**config.mk**
```make
export PLATFORM = sky130hd
export DESIGN_NAME = hillshade_water_tint_pixel_top
export DESIGN_NICKNAME = d
export VERILOG_FILES = /design/src/hdl/hwt_pkg.sv /design/src/hdl/hwt_cfg.sv /design/src/hdl/hwt_hmem.sv /design/src/hdl/hwt_pipe.sv /design/src/hdl/hillshade_water_tint_pixel_top.sv
export SDC_FILE = /design/constraint.sdc
export NUM_CORES = 2
export LEC_CHECK = 0
export BUFFER_PORTS_ARGS = -buffer_cell sky130_fd_sc_hd__buf_2
export CAP_MARGIN = 0
export CORE_UTILIZATION = 45
export DETAILED_ROUTE_END_ITERATION = 6
export MAX_ROUTING_LAYER = met4
export SLEW_MARGIN = 30
export SYNTH_ARGS = -nofsm -noshare
export SYNTH_HDL_FRONTEND = slang
export SYNTH_SLANG_ARGS = --single-unit
```
**constraint.sdc**
```tcl
create_clock -name i_clk -period 13.3 [get_ports i_clk]
set_input_delay 0.665 -clock i_clk [delete_from_list [all_inputs] [get_ports i_clk]]
set_output_delay 0.665 -clock i_clk [all_outputs]
set_load 0.005 [all_outputs]
```
**src/hdl/hwt_pkg.sv**
```systemverilog
// Shared types, constants and helper functions of the hillshade water-tint pixel shader.
package hwt_pkg;

    // Field widths
    localparam int COL_W   = 4;
    localparam int CHAN_W  = 8;
    localparam int H_W     = 9;
    localparam int Q_W     = 18;
    localparam int M_W     = 11;
    localparam int K_W     = 10;
    localparam int COLS    = 1 << COL_W;

    // Default tile width
    localparam int TILE_WIDTH_DEF = 16;

    // Q10 fixed-point constants
    localparam int Q_ONE      = 1024;
    localparam int K_MAX      = 901;
    localparam int K_BASE     = 430;
    localparam int K_STEP     = 56;
    localparam int FADE_STEP  = 20;
    localparam int SHADE_STEP = 71;
    localparam int SHADE_MIN  = 737;
    localparam int SHADE_MAX  = 1249;
    localparam int CHAN_MAX   = 255;

    // Configuration register indexes (word address paddr[3:2])
    localparam int APB_AW = 4;
    typedef enum logic [1:0] {
        REG_WATER_RED   = 2'd0,
        REG_WATER_GREEN = 2'd1,
        REG_WATER_BLUE  = 2'd2
    } t_reg_idx;

    // Command codes
    localparam logic CMD_PRIME = 1'b0;
    localparam logic CMD_SHADE = 1'b1;

    // Water tint colour
    typedef struct packed {
        logic [CHAN_W-1:0] blue;
        logic [CHAN_W-1:0] green;
        logic [CHAN_W-1:0] red;
    } t_tint;

    // One accepted pixel request
    typedef struct packed {
        logic [COL_W-1:0]  col;
        logic [CHAN_W-1:0] red;
        logic [CHAN_W-1:0] green;
        logic [CHAN_W-1:0] blue;
        logic [H_W-1:0]    h;
        logic [CHAN_W-1:0] depth;
    } t_pix;

    // One shaded result
    typedef struct packed {
        logic [COL_W-1:0]  col;
        logic [CHAN_W-1:0] red;
        logic [CHAN_W-1:0] green;
        logic [CHAN_W-1:0] blue;
    } t_res;

    // Column to memory entry map, one byte per column
    typedef logic [COLS-1:0][7:0] t_col_map;

    // Builds the column-modulo-width map at elaboration by repeated subtraction
    function automatic t_col_map col_map(input int tw);
        t_col_map m;
        int       v;
        for (int c = 0; c < COLS; c++) begin
            v = c;
            for (int j = 0; j < COLS; j++) begin
                if (v >= tw) v = v - tw;
            end
            m[c] = 8'(v);
        end
        return m;
    endfunction

endpackage

```
**src/hdl/hwt_cfg.sv**
```systemverilog
// APB register block holding the water tint colour.
module hwt_cfg (
    input  logic                      i_clk,
    input  logic                      i_rst_n,
    input  logic                      psel,
    input  logic                      penable,
    input  logic                      pwrite,
    input  logic [hwt_pkg::APB_AW-1:0] paddr,
    input  logic [31:0]               pwdata,
    output logic [31:0]               prdata,
    output logic                      pready,
    output hwt_pkg::t_tint            o_tint
);
    import hwt_pkg::*;

    t_tint    r_tint;
    t_reg_idx w_idx;
    logic     w_wr;

    assign w_idx  = t_reg_idx'(paddr[3:2]);
    assign w_wr   = psel && penable && pwrite;
    assign pready = 1'b1;
    assign o_tint = r_tint;

    // Register writes; unmapped addresses are ignored
    always_ff @(posedge i_clk) begin
        if (!i_rst_n) begin
            r_tint <= '0;
        end else if (w_wr) begin
            unique case (w_idx)
                REG_WATER_RED:   r_tint.red   <= pwdata[CHAN_W-1:0];
                REG_WATER_GREEN: r_tint.green <= pwdata[CHAN_W-1:0];
                REG_WATER_BLUE:  r_tint.blue  <= pwdata[CHAN_W-1:0];
                default: ;
            endcase
        end
    end

    // Read mux
    always_comb begin
        prdata = '0;
        unique case (w_idx)
            REG_WATER_RED:   prdata = 32'(r_tint.red);
            REG_WATER_GREEN: prdata = 32'(r_tint.green);
            REG_WATER_BLUE:  prdata = 32'(r_tint.blue);
            default:         prdata = '0;
        endcase
    end

endmodule

```
**src/hdl/hwt_hmem.sv**
```systemverilog
// North height memory: read-first single port, one read and write per request.
module hwt_hmem #(
    parameter int TILE_WIDTH = hwt_pkg::TILE_WIDTH_DEF
) (
    input  logic                      i_clk,
    input  logic                      i_rst_n,
    input  logic                      i_we,
    input  logic [hwt_pkg::COL_W-1:0] i_col,
    input  logic [hwt_pkg::H_W-1:0]   i_h,
    output logic [hwt_pkg::H_W-1:0]   o_north
);
    import hwt_pkg::*;

    localparam int       IDX_W   = (TILE_WIDTH > 1) ? $clog2(TILE_WIDTH) : 1;
    localparam t_col_map COL_MAP = col_map(TILE_WIDTH);

    logic [H_W-1:0]        r_mem [TILE_WIDTH];
    logic [TILE_WIDTH-1:0] r_vld;
    logic [H_W-1:0]        r_rd;
    logic                  r_rd_vld;
    logic [IDX_W-1:0]      w_idx;

    assign w_idx = COL_MAP[i_col][IDX_W-1:0];

    // Old value read out, new height written back at the same entry
    always_ff @(posedge i_clk) begin
        if (i_we) begin
            r_rd         <= r_mem[w_idx];
            r_mem[w_idx] <= i_h;
        end
    end

    // Entry valid bits stand in for the zero reset of the memory
    always_ff @(posedge i_clk) begin
        if (!i_rst_n) begin
            r_vld    <= '0;
            r_rd_vld <= 1'b0;
        end else if (i_we) begin
            r_rd_vld     <= r_vld[w_idx];
            r_vld[w_idx] <= 1'b1;
        end
    end

    assign o_north = r_rd_vld ? r_rd : '0;

endmodule

```
**src/hdl/hwt_pipe.sv**
```systemverilog
// Shading datapath: tint, fade and hillshade stages followed by an output register and skid.
module hwt_pipe (
    input  logic                    i_clk,
    input  logic                    i_rst_n,
    input  logic                    i_load,
    input  hwt_pkg::t_pix           i_pix,
    input  logic [hwt_pkg::H_W-1:0] i_north,
    input  hwt_pkg::t_tint          i_tint,
    output logic                    o_ready,
    output logic                    o_valid,
    input  logic                    i_ready,
    output hwt_pkg::t_res           o_res
);
    import hwt_pkg::*;

    logic w_en;

    // Stage 1: request, aligned with the memory read data
    logic r1_v;
    t_pix r1_pix;

    // Stage 2: blend weights and shade factor
    logic                 r2_v;
    logic [COL_W-1:0]     r2_col;
    logic [CHAN_W-1:0]    r2_r, r2_g, r2_b;
    logic [K_W-1:0]       r2_k;
    logic [M_W-1:0]       r2_fade, r2_inv, r2_m;
    logic signed [9:0]    w_dh;
    logic signed [17:0]   w_mraw;
    logic [M_W-1:0]       w_m;
    logic [14:0]          w_kraw;
    logic [K_W-1:0]       w_k;
    logic [12:0]          w_fd;
    logic [M_W-1:0]       w_fade;

    // Stage 3: partial products
    logic                 r3_v;
    logic [COL_W-1:0]     r3_col;
    logic [Q_W-1:0]       r3_pr, r3_pg, r3_pb, r3_wr, r3_wg, r3_wb;
    logic [M_W-1:0]       r3_fade, r3_m;

    // Stage 4: channel values in Q10
    logic                 r4_v;
    logic [COL_W-1:0]     r4_col;
    logic [Q_W-1:0]       r4_qr, r4_qg, r4_qb;
    logic [M_W-1:0]       r4_m;
    logic [28:0]          w_tr, w_tg;

    // Output side
    logic                 r_ovalid, r_svalid;
    t_res                 r_ores, r_sres, w_res;
    logic [28:0]          w_sr, w_sg, w_sb;
    logic                 w_take;

    assign w_en    = !r_svalid;
    assign o_ready = w_en;

    // Stage 1 registers
    always_ff @(posedge i_clk) begin
        if (!i_rst_n) r1_v <= 1'b0;
        else if (w_en) r1_v <= i_load;
    end
    always_ff @(posedge i_clk) begin
        if (w_en && i_load) r1_pix <= i_pix;
    end

    // Height step, shade factor, blend weight and fade
    always_comb begin
        w_dh   = $signed({1'b0, r1_pix.h}) - $signed({1'b0, i_north});
        w_mraw = $signed(18'(Q_ONE)) + $signed(18'(w_dh)) * $signed(18'(SHADE_STEP));
        if (w_mraw < $signed(18'(SHADE_MIN)))      w_m = M_W'(SHADE_MIN);
        else if (w_mraw > $signed(18'(SHADE_MAX))) w_m = M_W'(SHADE_MAX);
        else                                       w_m = w_mraw[M_W-1:0];

        w_kraw = 15'(K_BASE) + 15'(K_STEP) * 15'(r1_pix.depth);
        if (r1_pix.depth == '0)        w_k = '0;
        else if (w_kraw > 15'(K_MAX))  w_k = K_W'(K_MAX);
        else                           w_k = w_kraw[K_W-1:0];

        w_fd = 13'(FADE_STEP) * 13'(r1_pix.depth);
        if (w_fd >= 13'(Q_ONE)) w_fade = '0;
        else                    w_fade = M_W'(13'(Q_ONE) - w_fd);
    end

    // Stage 2 registers
    always_ff @(posedge i_clk) begin
        if (!i_rst_n) r2_v <= 1'b0;
        else if (w_en) r2_v <= r1_v;
    end
    always_ff @(posedge i_clk) begin
        if (w_en) begin
            r2_col  <= r1_pix.col;
            r2_r    <= r1_pix.red;
            r2_g    <= r1_pix.green;
            r2_b    <= r1_pix.blue;
            r2_k    <= w_k;
            r2_inv  <= M_W'(Q_ONE) - M_W'(w_k);
            r2_fade <= w_fade;
            r2_m    <= w_m;
        end
    end

    // Stage 3: base and water products
    always_ff @(posedge i_clk) begin
        if (!i_rst_n) r3_v <= 1'b0;
        else if (w_en) r3_v <= r2_v;
    end
    always_ff @(posedge i_clk) begin
        if (w_en) begin
            r3_col  <= r2_col;
            r3_pr   <= Q_W'(r2_r) * Q_W'(r2_inv);
            r3_pg   <= Q_W'(r2_g) * Q_W'(r2_inv);
            r3_pb   <= Q_W'(r2_b) * Q_W'(r2_inv);
            r3_wr   <= Q_W'(i_tint.red) * Q_W'(r2_k);
            r3_wg   <= Q_W'(i_tint.green) * Q_W'(r2_k);
            r3_wb   <= Q_W'(i_tint.blue) * Q_W'(r2_k);
            r3_fade <= r2_fade;
            r3_m    <= r2_m;
        end
    end

    // Fade applies to red and green only
    assign w_tr = 29'(r3_wr) * 29'(r3_fade);
    assign w_tg = 29'(r3_wg) * 29'(r3_fade);

    // Stage 4: channel sums
    always_ff @(posedge i_clk) begin
        if (!i_rst_n) r4_v <= 1'b0;
        else if (w_en) r4_v <= r3_v;
    end
    always_ff @(posedge i_clk) begin
        if (w_en) begin
            r4_col <= r3_col;
            r4_qr  <= r3_pr + w_tr[27:10];
            r4_qg  <= r3_pg + w_tg[27:10];
            r4_qb  <= r3_pb + r3_wb;
            r4_m   <= r3_m;
        end
    end

    // Hillshade scale and saturation
    always_comb begin
        w_sr      = 29'(r4_qr) * 29'(r4_m);
        w_sg      = 29'(r4_qg) * 29'(r4_m);
        w_sb      = 29'(r4_qb) * 29'(r4_m);
        w_res.col = r4_col;
        w_res.red   = w_sr[28] ? CHAN_W'(CHAN_MAX) : w_sr[27:20];
        w_res.green = w_sg[28] ? CHAN_W'(CHAN_MAX) : w_sg[27:20];
        w_res.blue  = w_sb[28] ? CHAN_W'(CHAN_MAX) : w_sb[27:20];
    end

    // Output register with one-entry skid; the pipeline freezes while the skid is full
    assign w_take = !r_ovalid || i_ready;

    always_ff @(posedge i_clk) begin
        if (!i_rst_n) begin
            r_ovalid <= 1'b0;
            r_svalid <= 1'b0;
        end else if (w_take) begin
            if (r_svalid) begin
                r_ovalid <= 1'b1;
                r_svalid <= 1'b0;
            end else begin
                r_ovalid <= r4_v;
            end
        end else if (w_en && r4_v) begin
            r_svalid <= 1'b1;
        end
    end

    always_ff @(posedge i_clk) begin
        if (w_take) begin
            r_ores <= r_svalid ? r_sres : w_res;
        end else if (w_en && r4_v) begin
            r_sres <= w_res;
        end
    end

    assign o_valid = r_ovalid;
    assign o_res   = r_ores;

endmodule

```
**src/hdl/hillshade_water_tint_pixel_top.sv**
```systemverilog
// Top level of the hillshade water-tint pixel shader.
//
// Input stream (s_axis): one request per accepted beat. tuser is the command
// (0 primes the north height of a column, 1 shades a pixel); tdata carries the
// column, base colour, ground height and water depth. Prime requests give no
// result; each shade request gives one result on the output stream (m_axis)
// with the echoed column and the shaded colour, in request order.
// Configuration: APB registers water_red, water_green and water_blue at byte
// addresses 0, 4 and 8; write them only while the block is idle.
// Throughput: one request per clock while the skid is empty. The north
// heights sit in a read-first memory that is read and rewritten in the cycle
// a request is accepted, so requests to the same column may follow each other
// directly. A result passes through the memory read, weight stage, product
// stage, sum stage and output register before it is offered.
// When the receiver stalls, a one-entry skid catches the result in flight and
// s_axis_tready drops until the output drains; nothing is lost.
// Reset clears the tint registers, marks every north height as zero and
// empties the pipeline.
module hillshade_water_tint_pixel_top #(
    parameter int TILE_WIDTH = hwt_pkg::TILE_WIDTH_DEF
) (
    input  logic                       i_clk,
    input  logic                       i_rst_n,
    // {water_depth, ground_height, base_blue, base_green, base_red, column}, zero padded
    input  logic [47:0]                i_s_axis_tdata,
    // {command}
    input  logic                       i_s_axis_tuser,
    input  logic                       i_s_axis_tvalid,
    output logic                       o_s_axis_tready,
    // {out_blue, out_green, out_red, out_column}, zero padded
    output logic [31:0]                o_m_axis_tdata,
    output logic                       o_m_axis_tvalid,
    input  logic                       i_m_axis_tready,
    input  logic                       psel,
    input  logic                       penable,
    input  logic                       pwrite,
    input  logic [hwt_pkg::APB_AW-1:0] paddr,
    input  logic [31:0]                pwdata,
    output logic [31:0]                prdata,
    output logic                       pready
);
    import hwt_pkg::*;

    t_tint          w_tint;
    t_pix           w_pix;
    t_res           w_res;
    logic           w_accept;
    logic           w_ready;
    logic [H_W-1:0] w_north;

    // Unpack the request
    always_comb begin
        w_pix.col   = i_s_axis_tdata[3:0];
        w_pix.red   = i_s_axis_tdata[11:4];
        w_pix.green = i_s_axis_tdata[19:12];
        w_pix.blue  = i_s_axis_tdata[27:20];
        w_pix.depth = i_s_axis_tdata[43:36];
        w_pix.h     = H_W'(i_s_axis_tdata[35:28]) + H_W'(i_s_axis_tdata[43:36]);
    end

    assign o_s_axis_tready = w_ready;
    assign w_accept        = i_s_axis_tvalid && w_ready;

    hwt_cfg u_cfg (
        .i_clk   (i_clk),
        .i_rst_n (i_rst_n),
        .psel    (psel),
        .penable (penable),
        .pwrite  (pwrite),
        .paddr   (paddr),
        .pwdata  (pwdata),
        .prdata  (prdata),
        .pready  (pready),
        .o_tint  (w_tint)
    );

    hwt_hmem #(
        .TILE_WIDTH (TILE_WIDTH)
    ) u_hmem (
        .i_clk   (i_clk),
        .i_rst_n (i_rst_n),
        .i_we    (w_accept),
        .i_col   (w_pix.col),
        .i_h     (w_pix.h),
        .o_north (w_north)
    );

    hwt_pipe u_pipe (
        .i_clk   (i_clk),
        .i_rst_n (i_rst_n),
        .i_load  (w_accept && (i_s_axis_tuser == CMD_SHADE)),
        .i_pix   (w_pix),
        .i_north (w_north),
        .i_tint  (w_tint),
        .o_ready (w_ready),
        .o_valid (o_m_axis_tvalid),
        .i_ready (i_m_axis_tready),
        .o_res   (w_res)
    );

    // Pack the result
    assign o_m_axis_tdata = {4'b0, w_res.blue, w_res.green, w_res.red, w_res.col};

endmodule
```
# Yosys cells after proc, flatten, opt, wreduce, memory -nomap -nowiden

Memories as Yosys holds them, arrays and structs flattened. A register that Yosys moved wholly into a read port is not among the register bits.
Index checks and enable logic that the tools add are counted.

$add $sub $neg: 9
Multiply operators: 14
Magnitude comparators: 7
Equality and inequality tests: 2
Muxes and demuxes: 17
Bitwise operators: 3
Reduce and logical (&&, ||, !) cells: 18

Operators with widths:

| kind                     | number |
|---|---|
| $mul A18 B11 Y29         | 3 |
| $mul A18 B11 Y28         | 2 |
| $add A18 B18 Y18         | 3 |
| $mul A8 B10 Y18          | 3 |
| $mul A8 B11 Y18          | 3 |
| $mux W28                 | 1 |
| $mux W8                  | 3 |
| $pmux W8 S3              | 1 |
| $mul A3 B8 Y11 const A   | 2 |
| $mux W10                 | 2 |
| $add A12 B18 Y18 const A | 1 |
| $gt A18 B12 Y1 const B   | 1 |
| $lt A18 B11 Y1 const B   | 1 |
| $mul A10 B8 Y18 const B  | 1 |
| $or A16 B16 Y16          | 1 |
| $add A9 B14 Y15 const A  | 1 |
| $gt A15 B10 Y1 const B   | 1 |
| $ge A13 B11 Y1 const B   | 1 |
| $mux W11                 | 1 |
| $sub A11 B10 Y11 const A | 1 |
| $sub A11 B11 Y11 const A | 1 |
| $lt A4 B5 Y1 const B     | 2 |
| $sub A9 B9 Y10           | 1 |
| $add A8 B8 Y9            | 1 |
| other kinds (16)         | 32 |

Register bits: 422
RAM bits: 144
ROM bits: 128
Bits of input ports: 92
Output and inout port bits: 67
Logic and storage cells: 120
Memories: 2

Memory list:

| name            | words | bits a word | rd ports | clocked after memory_dff | wr ports | line           | source |
|---|---|---|---|---|---|---|---|
| u_hmem.r_mem    | 16    | 9           | 1        | 1                        | 1        | hwt_hmem.sv:17 | `logic [H_W-1:0] r_mem [TILE_WIDTH];` |
| (no name shown) | 16    | 8           | 1        | 0                        | 0        | hwt_hmem.sv:23 | `assign w_idx = COL_MAP[i_col][IDX_W-1:0];` |

# Depth between registers and ports, before layout

Depth after elaboration: 7
Mapped depth: 30
Depth with buffers taken out: 28

# Cells and area by module

From an unflattened synthesis, not the netlist that was laid out.

Cells, all modules: 6466
Area total of the unflattened synthesis: 67245.7 um2

By module, submodules not included:

| module                         | times used | cells an instance | area an instance (um2) | sequential area each (um2) |
|---|---|---|---|---|
| hwt_pipe                       | 1          | 5984              | 59015.4                | 11230.8 |
| hwt_hmem                       | 1          | 289               | 6581.3                 | 4934.7 |
| hwt_cfg                        | 1          | 144               | 1278.7                 | 480.5 |
| hillshade_water_tint_pixel_top | 1          | 49                | 370.4                  | 0.0 |

# Worst setup path before layout

OpenSTA, ideal clock, no wires.

Kind: register to register
Start point: register u_pipe.r_svalid
End point: register u_pipe.r_ores (netlist bit u_pipe.o_res[11]), data pin
Library setup time: 620 ps
Arrival: 8490 ps
Required time: 12680 ps
Slack: 4190 ps
Stages on the path, launching flop included: 6
Buffers on the path: 3
Period minus slack after synthesis: 9110 ps
Cell sequence: dfxtp_1 clkbuf_1 inv_1 clkbuf_1 clkbuf_1 a31oi_1

Longest elaborated chain between the ends: 1

RTL lines:

| item                   | line            | source |
|---|---|---|
| start, declared        | hwt_pipe.sv:50  | `logic r_ovalid, r_svalid;` |
| start signal, assigned | hwt_pipe.sv:158 | `r_svalid <= 1'b0;` |
| start signal, assigned | hwt_pipe.sv:162 | `r_svalid <= 1'b0;` |
| start signal, assigned | hwt_pipe.sv:167 | `r_svalid <= 1'b1;` |
| $mux W28               | hwt_pipe.sv:173 | `r_ores <= r_svalid ? r_sres : w_res;` |
| end signal, assigned   | hwt_pipe.sv:173 |  |
| end, declared          | hwt_pipe.sv:51  | `t_res r_ores, r_sres, w_res;` |

No other way between the ends.
A chain may end at the register's enable or synchronous reset.

# Worst setup path after layout

Start point: register u_pipe.r3_fade[2]
End point: register u_pipe.r4_qg[17], data pin

Longest elaborated chain between the ends: 2

RTL lines:

| item                   | line            | source |
|---|---|---|
| start, declared        | hwt_pipe.sv:40  | `logic [M_W-1:0] r3_fade, r3_m;` |
| start signal, assigned | hwt_pipe.sv:117 | `r3_fade <= r2_fade;` |
| $mul A18 B11 Y28       | hwt_pipe.sv:124 | `assign w_tg = 29'(r3_wg) * 29'(r3_fade);` |
| $add A18 B18 Y18       | hwt_pipe.sv:135 | `r4_qg <= r3_pg + w_tg[27:10];` |
| end signal, assigned   | hwt_pipe.sv:135 |  |
| end, declared          | hwt_pipe.sv:45  | `logic [Q_W-1:0] r4_qr, r4_qg, r4_qb;` |

No other way between the ends.

==> impl_metrics.env <==
export IMPL_rsz0062_at_grt="false"
export IMPL_die_x_um=389
export IMPL_status="finished, final reports clean"
export IMPL_clkSlewWorstSetupHoldPaths_ns=0.06
export IMPL_synth_top_flop_cell="edfxtp_1"
export IMPL_ant_nets=0
export IMPL_fmax_mhz=131
export IMPL_yosysTopAreaCellShare_pct=29.2
export IMPL_max_cap_violations=0
export IMPL_core_um2=148000
export IMPL_grt_usage_pct=20.4
export IMPL_synth_top_family_by_area="adder cells"
export IMPL_synthSimpleGateAreaFrac_pct=15.0
export IMPL_cts_tree="done"
export IMPL_syn_area_um2=67200
export IMPL_worst_ep_required_time_ns=13.73
export IMPL_grt_use_met2_pct=32.7
export IMPL_htreeDepth=3
export IMPL_seqCellArea_um2=16600
export IMPL_gr_usage_met3_pct=2.68
export IMPL_tightest_slew_ns=1.00
export IMPL_synthDistinctLibCells=92
export IMPL_arrival_ns=8.09
export IMPL_start_util_pct=45.4
export IMPL_synth_largest_area_cell="fa_1"
export IMPL_finalCritPeriodShare_pct=57.6
export IMPL_synth_edf_count=523
export IMPL_top_usage_layer="met2"
export IMPL_cts_setup_buffers=0
export IMPL_final_cell_mix="inv_1, fa_1, nand2_1"
export IMPL_via_count=44043
export IMPL_drc=0
export IMPL_maxSlewViolCount=0
export IMPL_portBuffers=99
export IMPL_viasPerCell=5.24
export IMPL_layout_area_overhead_vs_synth_pct=6.77
export IMPL_syn_area_per_cell_um2=10.4
export IMPL_syn_inst=6491
export IMPL_hold_viol=0
export IMPL_layout_drive_gt1_share_pct=5.79
export IMPL_max_slew_margin_pct=33.1
export IMPL_fin_crit_ns=7.66
export IMPL_worst_setup_path_start_kind="register"
export IMPL_yosysSeqAreaShare_pct=24.8
export IMPL_slowest_stage="fa_1"
export IMPL_setup_viol=0
export IMPL_io_pins=159
export IMPL_drt_iter0_drc=2067
export IMPL_rows=141
export IMPL_worstSkewPairLatency_ns=0.69
export IMPL_first_pass_iters=5
export IMPL_hold_class="input pin to register"
export IMPL_cts_buffers=67
export IMPL_drt_total_wl_um=146000
export IMPL_fin_skew_ns=0.0582
export IMPL_dp_hpwl_um=112000
export IMPL_dieArea_um2=151000
export IMPL_mostFrequentLayoutCell="inv_1"
export IMPL_grt_overflow_total=0
export IMPL_grt_max_degree=100
export IMPL_antenna_found_initial=5
export IMPL_postCtsHoldBufs=0
export IMPL_wl_per_cell_um=17.3
export IMPL_place_congestion=0.836
export IMPL_synthTopCellsByArea="fa_1, edfxtp_1, ha_1"
export IMPL_synth_compound_area_share_pct=5.34
export IMPL_muxShareOfSynthArea_pct=2.44
export IMPL_ys_seq_elements=570
export IMPL_path_max_fanout=33
export IMPL_clock_sinks=570
export IMPL_synth_warnings=0
export IMPL_grtUsageMet1_pct=27.4
export IMPL_grt_pass1_wl_um=240000
export IMPL_fillers=13547
export IMPL_crit_type="register to register"
export IMPL_ctsRootBufferMaster="clkbuf_16"
export IMPL_cp_end_kind="register"
export IMPL_synth_fa_ha_area_share_pct=42.0
export IMPL_nets=8179
export IMPL_crit_path_max_incr_delay_ns=0.55
export IMPL_cts_max_path_buffers=3
export IMPL_cts_resized=0
export IMPL_die_h_um=389
export IMPL_tns_ns=0
export IMPL_grt_pass1_vias=45984
export IMPL_multi_input_area_um2=45700
export IMPL_synth_async_sr_flop_share_pct=0
export IMPL_synth_xor_area_share_pct=2.93
==> per-layer routing <==
metal,up-vias,wire [um],part of all wire (%)
met5,-,0,0
met1,22428,67800,47
met4,0,2900,2.0
li1,20568,-,-
met3,179,6820,4.7
met2,868,68000,47
==> critical path: cells and delay by family (launching register included) <==
kind                       cells  cell delay (ns)
adders and majority gates      7             2.92
AOI/OAI and AO/OA              9             2.55
DFF                            1             0.32
and+or+nand+nor                7             0.87
xor gates and xnor gates       1             0.14
buffers and inverters          5             0.58
==> per-stage QoR <==
stage               utilization [%]  hold WS [ns]  worst slack, ns  instance area, um2  std cells
finish                         48.5         0.151             5.64               71800       8405
global route                   48.5         0.120             5.14               71800       8405
CTS                            48.4        0.0977             5.63               71700       8400
detailed placement             46.9         0.405             5.62               69400       8278
global placement               46.8         0.401             5.71               69300       8276
floorplan                         -         0.400             4.19               67300       6518
==> path summary, 6_finish.rpt <==
path                                   start                     endpoint  slack (ns)  cells after the start
max reg2reg      u_pipe.r3_fade[2]$_DFFE_PN_   u_pipe.r4_qg[17]$_DFFE_PN_        5.64                     29
max              u_pipe.r3_fade[2]$_DFFE_PN_   u_pipe.r4_qg[17]$_DFFE_PN_        5.64                     29
min                       i_s_axis_tdata[14]  u_pipe.r1_pix[27]$_DFFE_PP_        0.15                      1
min reg2reg  u_pipe.r2_fade[9]$_SDFFCE_PP0N_  u_pipe.r3_fade[9]$_DFFE_PN_        0.39                      0
==> cells in the mapped netlist (all sizes together) (11+ instances only) <==
library cell  number
nor3              75
a21oi            132
nand2b            25
a211o             12
o21a              36
or3               12
fa               980
dfxtp             47
o21ai            116
or2               11
a21boi            19
o2111ai           11
xor2              53
and2             631
a31oi             29
nand3             52
buf               54
edfxtp           523
mux2i             41
nor4              13
o21bai            16
and3              31
nor2b             58
a21o              49
nor2             176
a211oi            20
xnor2            172
clkbuf           265
mux4              50
nand4             22
o211ai            13
inv             1006
ha               687
nand2            938
==> cell families after synthesis <==
group | after synthesis
other cells | 2
compound gates | 532
xor+xnor | 225
fa+ha+maj | 1667
buf+inv | 1325
flops | 570
mux | 100
simple gates | 2070
==> sequential cells by signal, indices dropped and copies added, names as in the netlist, 16 cells and up <==
name           count
u_pipe.r_sres     28
u_pipe.r3_wg      18
u_hmem.r_mem     144
u_pipe.r4_qb      18
u_pipe.r1_pix     45
u_pipe.r3_wb      18
u_pipe.r4_qr      18
u_pipe.o_res      28
u_pipe.r3_pb      18
u_pipe.r4_qg      18
u_pipe.r3_pr      18
u_pipe.r3_pg      18
u_pipe.r3_wr      18
u_cfg.o_tint      24
u_hmem.r_vld      16
==> cell type report <==
class                   count  share of cell area, %
clock buffers              89                   2.59
flip-flops and latches    570                   23.2
inverters                1006                   5.27
well taps                1930                   3.36
clock inverters            33                  0.617
repair buffers            152                   1.30
diodes                      2                0.00697
multi-input cells        4623                   63.7
Power is left out: the tool's default activity adds up to more than one toggle a clock period on the data nets, which glitch-free logic cannot reach.
